### src/ptd_pkg.sv
// ----------------------------------------------------------------------------
// ptd_pkg
// Types and codes shared by the priority task dispatcher modules.
// ----------------------------------------------------------------------------
package ptd_pkg;

  // action codes
  localparam logic [1:0] ACT_SUBMIT   = 2'd0;
  localparam logic [1:0] ACT_DISPATCH = 2'd1;
  localparam logic [1:0] ACT_REPORT   = 2'd2;

  // status codes
  localparam logic [1:0] ST_OK      = 2'd0;
  localparam logic [1:0] ST_NONE    = 2'd1;
  localparam logic [1:0] ST_BUSY    = 2'd2;
  localparam logic [1:0] ST_BAD_REQ = 2'd3;

  typedef struct packed {
    logic [1:0]         action;
    logic [3:0]         task_id;
    logic signed [15:0] task_priority;
    logic [15:0]        invocation_count;
    logic signed [15:0] required_priority;
    logic               failed;
  } cmd_t;

  typedef struct packed {
    logic [1:0]  status;
    logic [3:0]  chosen_task;
    logic [15:0] invocation_index;
    logic        task_done;
  } result_t;

  // one slot of the task table
  typedef struct packed {
    logic signed [15:0] prio;
    logic [15:0]        total;
    logic [15:0]        issued;
    logic [15:0]        finished;
  } entry_t;

  typedef enum logic [2:0] {
    S_IDLE,
    S_SUBMIT,
    S_BAD,
    S_SCAN,
    S_DRAIN,
    S_PICK,
    S_RD,
    S_REPORT
  } state_t;

endpackage

### src/ptd_mem.sv
// ----------------------------------------------------------------------------
// ptd_mem
// Task table: one write port, one read port with registered read data.
// ----------------------------------------------------------------------------
module ptd_mem #(
  parameter int DEPTH = 16
) (
  input  logic                     clk,
  input  logic                     we,
  input  logic [$clog2(DEPTH)-1:0] waddr,
  input  ptd_pkg::entry_t          wdata,
  input  logic [$clog2(DEPTH)-1:0] raddr,
  output ptd_pkg::entry_t          rdata
);

  ptd_pkg::entry_t mem [DEPTH];

  always_ff @(posedge clk) begin
    if (we) begin
      mem[waddr] <= wdata;
    end
    rdata <= mem[raddr];
  end

endmodule

### src/ptd_scan.sv
// ----------------------------------------------------------------------------
// ptd_scan
// Priority compare unit. Takes one table entry a cycle and keeps the
// best eligible one seen since the last clear.
// ----------------------------------------------------------------------------
module ptd_scan #(
  parameter int IDX_W = 4
) (
  input  logic               clk,
  input  logic               rst,
  input  logic               clear,
  input  logic               vld,
  input  logic [IDX_W-1:0]   idx,
  input  ptd_pkg::entry_t    entry,
  input  logic               queued,
  input  logic signed [15:0] req_prio,
  output logic               found,
  output logic [IDX_W-1:0]   best_idx,
  output ptd_pkg::entry_t    best_entry
);

  logic take;

  // strict greater-than keeps the lowest id on a priority tie
  assign take = vld && queued && (entry.prio >= req_prio) &&
                (!found || (entry.prio > best_entry.prio));

  always_ff @(posedge clk) begin
    if (rst || clear) begin
      found <= 1'b0;
    end else if (take) begin
      found <= 1'b1;
    end
  end

  always_ff @(posedge clk) begin
    if (take) begin
      best_idx   <= idx;
      best_entry <= entry;
    end
  end

endmodule

### src/priority_task_dispatcher_top.sv
// ----------------------------------------------------------------------------
// priority_task_dispatcher_top
// Task table with submit, priority dispatch and completion reporting.
// ----------------------------------------------------------------------------
// Usage:
//   A command transfers on a clock edge with start high and busy low. The
//   command struct carries action, task id, priority, invocation count,
//   minimum priority and the failure flag. Every command gives exactly one
//   result, shown for one cycle with result_valid high; the receiver always
//   takes it and cannot stall the block.
//   Submit and unused actions: result set in S_SUBMIT or S_BAD, then registered.
//   Report: result set in S_REPORT after S_RD, then registered (one table read).
//   Dispatch: the compare unit walks all NUM_TASKS slots, one table read a
//   cycle in S_SCAN, then S_DRAIN and S_PICK, and the result is registered.
//   busy is high from the transfer until the result cycle; a new command may
//   transfer in the cycle the result is shown. A new command is not taken
//   until the current one has given its result.
//   Reset clears queued marks, sets every slot done (free) and leaves the
//   table memory as is; no clearing pass is needed.
// ----------------------------------------------------------------------------
module priority_task_dispatcher_top #(
  parameter int NUM_TASKS = 16
) (
  input  logic              clk,
  input  logic              rst,
  input  logic              start,
  output logic              busy,
  input  ptd_pkg::cmd_t     cmd,
  output logic              result_valid,
  output ptd_pkg::result_t  result
);

  localparam int IDX_W = (NUM_TASKS > 1) ? $clog2(NUM_TASKS) : 1;
  localparam logic [IDX_W-1:0] LAST_IDX = IDX_W'(NUM_TASKS - 1);

  ptd_pkg::state_t  state, state_next;
  ptd_pkg::cmd_t    req;
  ptd_pkg::result_t result_next;
  logic             result_valid_next;

  logic [IDX_W-1:0] cnt, cnt_next;
  logic [IDX_W-1:0] scan_idx;
  logic             scan_vld;

  logic [NUM_TASKS-1:0] queued;
  logic [NUM_TASKS-1:0] done;

  logic             mem_we;
  logic [IDX_W-1:0] mem_waddr;
  logic [IDX_W-1:0] mem_raddr;
  ptd_pkg::entry_t  mem_wdata;
  ptd_pkg::entry_t  mem_rdata;

  logic             q_we, q_val, d_we, d_val;
  logic [IDX_W-1:0] flag_slot;

  logic             found;
  logic [IDX_W-1:0] best_idx;
  ptd_pkg::entry_t  best_entry;

  logic [IDX_W-1:0] slot;
  logic             oob;
  logic [15:0]      cnt_plus;

  assign slot = IDX_W'(req.task_id);
  assign oob  = {5'd0, req.task_id} >= 9'(NUM_TASKS);
  assign busy = (state != ptd_pkg::S_IDLE);

  ptd_mem #(
    .DEPTH (NUM_TASKS)
  ) u_mem (
    .clk   (clk),
    .we    (mem_we),
    .waddr (mem_waddr),
    .wdata (mem_wdata),
    .raddr (mem_raddr),
    .rdata (mem_rdata)
  );

  ptd_scan #(
    .IDX_W (IDX_W)
  ) u_scan (
    .clk        (clk),
    .rst        (rst),
    .clear      (state == ptd_pkg::S_IDLE),
    .vld        (scan_vld),
    .idx        (scan_idx),
    .entry      (mem_rdata),
    .queued     (queued[scan_idx]),
    .req_prio   (req.required_priority),
    .found      (found),
    .best_idx   (best_idx),
    .best_entry (best_entry)
  );

  always_ff @(posedge clk) begin
    if (rst) begin
      state        <= ptd_pkg::S_IDLE;
      result_valid <= 1'b0;
      scan_vld     <= 1'b0;
      queued       <= '0;
      done         <= '1;
    end else begin
      state        <= state_next;
      result_valid <= result_valid_next;
      scan_vld     <= (state == ptd_pkg::S_SCAN);
      if (q_we) begin
        queued[flag_slot] <= q_val;
      end
      if (d_we) begin
        done[flag_slot] <= d_val;
      end
    end
  end

  always_ff @(posedge clk) begin
    if (start && !busy) begin
      req <= cmd;
    end
    cnt      <= cnt_next;
    scan_idx <= cnt;
    result   <= result_next;
  end

  always_comb begin
    state_next        = state;
    cnt_next          = cnt;
    result_valid_next = 1'b0;
    result_next       = '0;
    mem_we            = 1'b0;
    mem_waddr         = slot;
    mem_wdata         = mem_rdata;
    mem_raddr         = slot;
    q_we              = 1'b0;
    q_val             = 1'b0;
    d_we              = 1'b0;
    d_val             = 1'b0;
    flag_slot         = slot;
    cnt_plus          = mem_rdata.finished + 16'd1;

    unique case (state)
      ptd_pkg::S_IDLE: begin
        cnt_next = '0;
        if (start) begin
          unique case (cmd.action)
            ptd_pkg::ACT_SUBMIT:   state_next = ptd_pkg::S_SUBMIT;
            ptd_pkg::ACT_DISPATCH: state_next = ptd_pkg::S_SCAN;
            ptd_pkg::ACT_REPORT:   state_next = ptd_pkg::S_RD;
            default:               state_next = ptd_pkg::S_BAD;
          endcase
        end
      end

      ptd_pkg::S_SUBMIT: begin
        result_valid_next       = 1'b1;
        result_next.chosen_task = req.task_id;
        state_next              = ptd_pkg::S_IDLE;
        if (oob) begin
          result_next.status = ptd_pkg::ST_BAD_REQ;
        end else if (!done[slot]) begin
          result_next.status = ptd_pkg::ST_BUSY;
        end else begin
          mem_we                  = 1'b1;
          mem_wdata.prio          = req.task_priority;
          mem_wdata.total         = req.invocation_count;
          mem_wdata.issued        = '0;
          mem_wdata.finished      = '0;
          q_we                    = 1'b1;
          q_val                   = (req.invocation_count != 16'd0);
          d_we                    = 1'b1;
          d_val                   = (req.invocation_count == 16'd0);
          result_next.status      = ptd_pkg::ST_OK;
          result_next.task_done   = (req.invocation_count == 16'd0);
        end
      end

      ptd_pkg::S_BAD: begin
        result_valid_next  = 1'b1;
        result_next.status = ptd_pkg::ST_BAD_REQ;
        state_next         = ptd_pkg::S_IDLE;
      end

      ptd_pkg::S_SCAN: begin
        mem_raddr = cnt;
        cnt_next  = cnt + 1'b1;
        if (cnt == LAST_IDX) begin
          state_next = ptd_pkg::S_DRAIN;
        end
      end

      // last slot's data reaches the compare unit here
      ptd_pkg::S_DRAIN: begin
        state_next = ptd_pkg::S_PICK;
      end

      ptd_pkg::S_PICK: begin
        result_valid_next = 1'b1;
        state_next        = ptd_pkg::S_IDLE;
        if (!found) begin
          result_next.status = ptd_pkg::ST_NONE;
        end else begin
          mem_we                       = 1'b1;
          mem_waddr                    = best_idx;
          mem_wdata                    = best_entry;
          mem_wdata.issued             = best_entry.issued + 16'd1;
          flag_slot                    = best_idx;
          q_we                         = (mem_wdata.issued >= best_entry.total);
          q_val                        = 1'b0;
          result_next.status           = ptd_pkg::ST_OK;
          result_next.chosen_task      = 4'(best_idx);
          result_next.invocation_index = best_entry.issued;
        end
      end

      ptd_pkg::S_RD: begin
        state_next = ptd_pkg::S_REPORT;
      end

      ptd_pkg::S_REPORT: begin
        result_valid_next       = 1'b1;
        result_next.chosen_task = req.task_id;
        state_next              = ptd_pkg::S_IDLE;
        if (oob) begin
          result_next.status = ptd_pkg::ST_BAD_REQ;
        end else if (done[slot] || (mem_rdata.finished >= mem_rdata.issued)) begin
          result_next.status    = ptd_pkg::ST_BAD_REQ;
          result_next.task_done = done[slot];
        end else begin
          mem_we             = 1'b1;
          mem_wdata.finished = cnt_plus;
          result_next.status = ptd_pkg::ST_OK;
          if (req.failed || (cnt_plus >= mem_rdata.total)) begin
            q_we                  = 1'b1;
            q_val                 = 1'b0;
            d_we                  = 1'b1;
            d_val                 = 1'b1;
            result_next.task_done = 1'b1;
          end
        end
      end

      default: begin
        state_next = ptd_pkg::S_IDLE;
      end
    endcase
  end

endmodule
### config.mk
export PLATFORM = sky130hd
export DESIGN_NAME = priority_task_dispatcher_top
export DESIGN_NICKNAME = d
export VERILOG_FILES = /design/src/ptd_pkg.sv /design/src/ptd_mem.sv /design/src/ptd_scan.sv /design/src/priority_task_dispatcher_top.sv
export SDC_FILE = /design/constraint.sdc
export NUM_CORES = 2
export LEC_CHECK = 0
export BUFFER_PORTS_ARGS = -buffer_cell sky130_fd_sc_hd__buf_2
export CORE_ASPECT_RATIO = 0.6
export CORE_MARGIN = 2
export CORE_UTILIZATION = 65
export CTS_BUF_LIST = sky130_fd_sc_hd__clkbuf_8 sky130_fd_sc_hd__clkbuf_16
export CTS_CLUSTER_SIZE = 20
export DETAILED_ROUTE_END_ITERATION = 7
export PLACE_DENSITY = 0.82
export SYNTH_ARGS = -nofsm -noshare
export SYNTH_HDL_FRONTEND = slang
export SYNTH_SLANG_ARGS = --single-unit
### constraint.sdc
create_clock -name clk -period 11.95 [get_ports clk]
set_input_delay 0.5975 -clock clk [delete_from_list [all_inputs] [get_ports clk]]
set_output_delay 0.5975 -clock clk [all_outputs]
set_load 0.05 [all_outputs]
==> run summary <==
Final worst slack: 6390 ps
CTS tree: done
Register area share after synthesis: 0.745
Bufs and invs on worst path: 3
Max Fanout on Critical Path: 75
Post-synth cell types: 52
CP cell instances: nor2b_1 > nand2_1 > mux2i_4 > buf_4 > buf_4 > buf_4 > mux4_2 > a22oi_1 > nand2_1
Setup WS pre-CTS: 6530 ps
Synth warn: 0
Initial antenna violation count: 0
DR iter-0 viols: 4490
Layout cells sized above 1: 0.208
Critical-path top delay cell: buf_4
TNS Setup: 0 ps
Final WL: 125000 um
Reg2Reg Setup Slack: 6390 ps
Starting density of the core: 0.657
Pin count of the biggest net entering global routing: 111
Post-synth EDFFs: 1149
Ys async rst share: 0
Routed length per instance: 32.6 um
Status: completed
Clock buffer depth: 3
Synth Area per Inst: 18.9 sq um
Global placer's final weighted congestion: 0.918
Yosys top cell by area: edfxtp_1
Non-Filler Instances: 3836
# DRC: 0
Fin. Hold Viols: 0
Port bufs: 82
Relative slew slack: 0.180
Grt ovf: 0
FMAX: 180 MHz
Critical Path RT: 12530 ps
Die extent in y: 218 um
Clock Skew: 52.7 ps
Post-Syn Instances: 2632
Post-Synthesis Net Count: 2773
Number of synthesized register bits: 1278
FF+latch area: 37100 sq um
Standard-cell rows: 78
Post-CTS setup buffer count: 0
Synth top area cells: edfxtp_1 (69%), mux4_2 (12%), dfxtp_1 (5.2%)
Die Wd: 361 um
Area of the mapped netlist: 49800 sq um
Post-DP HPWL: 66900 um
Critical Path Max Stage Delay: 970 ps
GRT Overall Usage: 0.324
Area Overhead vs Synth: 10.5%
DIE AREA: 78900 sq um
Multi-input logic area: 12000 sq um
Startpoint types: flip-flop
Hold/Removal Path Class: in -> reg
CP dominant cell by count: buf_4
Pleak: 0.0186 uW
Critical path arrival: 6140 ps
Clock sink count: 1278
Most instantiated cells after synthesis: edfxtp_1 (1149), mux4_2 (265), nand2_1 (174)
Synth Flop Type: edfxtp_1
Number of global-route vias before repair: 27300
Final min period: 5560 ps
DRT antenna net count: 0
Count leader, synth: edfxtp_1
Core ar.: 75700 sq um
Pwr dens: 188 nW/um^2
Dpl cells: 3632
Vias per cell: 7.15
Via count: 27400
Critical Path End Type: flip-flop
Final setup violation count: 0
Post-CTS sizing: 0
Pins over their slew limit: 0
H-tree depth: 3
DRT Pass-1 Iters: 7
Clock root buffer: clkbuf_16
Worst hold slack: 35.9 ps
Total CTS buffers: 108
Worst VDD drop: 137 uV
CP Class: reg -> reg
CP top delay family: buffers and inverters
Share of the synthesized area in the top cell type: 0.693
Hold-fix buffers at CTS: 0
Tcrit/Tclk final: 0.465
Fill count: 4170
Skew-Pair Late Insertion Delay: 730 ps
Max cap viols: 0
RSZ-0062 raised after global routing: false
Nets@finish: 2883
Clk slew on worst S/H paths: 70 ps
I/O pin count: 83
Slew @ Worst Pin: 1230 ps
First-pass GRT wire length: 183000 um
## metrics by stage
| stage | utilization | cell area [sq um] | total power, uW |
|---|---|---|---|
| 6_report | 0.727 | 55000 | 10300 |
| 5_1_grt | 0.727 | 55000 | 10600 |
| 4_1_cts | 0.727 | 55000 | 10300 |
| 3_5_place_dp | 0.680 | 51500 | 6860 |
| 3_3_place_gp | 0.680 | 51500 | 6770 |
| 2_1_floorplan | - | 49800 | 6380 |
## state kept, by name, indices dropped and copies added, names as in the netlist
name,flops
result_valid,1
done,16
u_scan.found,1
queued,16
state,3
u_scan.best_entry,64
scan_idx,4
req,49
u_mem.mem,1024
scan_vld,1
result,23
cnt,4
u_scan.best_idx,4
u_mem.rdata,64
slot,4
## report_power, final
group          switching [uW]  total [uW]  internal [uW]  leakage, uW
combinational             859        1320            464      0.00523
sequential                181        5500           5320       0.0115
clock                    1610        3520           1910      0.00183
## cells in the final DEF (no fill, tap or decap), types with 30 or more instances in the layout
cell / instances
o21ai_0: 30
a22oi_1: 165
buf_2: 82
clkbuf_16: 112
dfxtp_1: 129
nor2_1: 37
mux4_2: 265
buf_4: 44
inv_1: 113
nand2_1: 174
ha_1: 83
edfxtp_1: 1149
## final cells by class
type | instances | share of cell area
antenna | 1 | 0.0000455
multi-input combinational | 1139 | 0.219
inverter | 87 | 0.00593
tap | 1000 | 0.0227
timing repair buffer | 128 | 0.0142
sequential | 1278 | 0.674
clock buffer | 124 | 0.0539
clock inverter | 79 | 0.0107
## worst register-to-register path: cells and delay by family (launching register included)
family,cells,cell delay [ps]
multiplexers,2,790
AO/OA/AOI/OAI,1,240
flip-flops,1,740
AND/OR/NAND/NOR,3,1040
buffers and inverters,3,2640
## per-layer routing
| layer | wire, um | up-vias | global-route usage |
|---|---|---|---|
| met5 | 0 | - | 0 |
| met4 | 3470 | 0 | 0.0897 |
| met3 | 15900 | 263 | 0.0789 |
| met2 | 58900 | 2090 | 0.506 |
| met1 | 46800 | 14100 | 0.468 |
| li1 | - | 10900 | - |
## logic make-up (layout without fill, tap and decap cells)
logic type / count (synthesis) / after routing / synth area share
flip-flops: 1278 / 1278 / 0.745
AND/OR/NAND/NOR: 370 / 370 / 0.0337
AO/OA/AOI/OAI: 366 / 366 / 0.0526
multiplexers: 289 / 289 / 0.125
buffers and inverters: 215 / 418 / 0.0176
adder cells (fa/ha/maj): 83 / 83 / 0.0209
XOR/XNOR: 31 / 31 / 0.00545
other: 0 / 1 / 0
## worst paths after layout
kind / from / to / cells past startpoint
setup / recovery: state[1]$_SDFFE_PP0P_ / u_mem.rdata[34]$_DFF_P_ / 9
hold / removal: cmd[6] / req[6]$_DFFE_PP_ / 1
setup reg to reg: state[1]$_SDFFE_PP0P_ / u_mem.rdata[34]$_DFF_P_ / 9
hold reg to reg: scan_idx[3]$_DFF_P_ / u_scan.best_idx[3]$_DFFE_PP_ / 0
(Power assumes the default switching activity.)
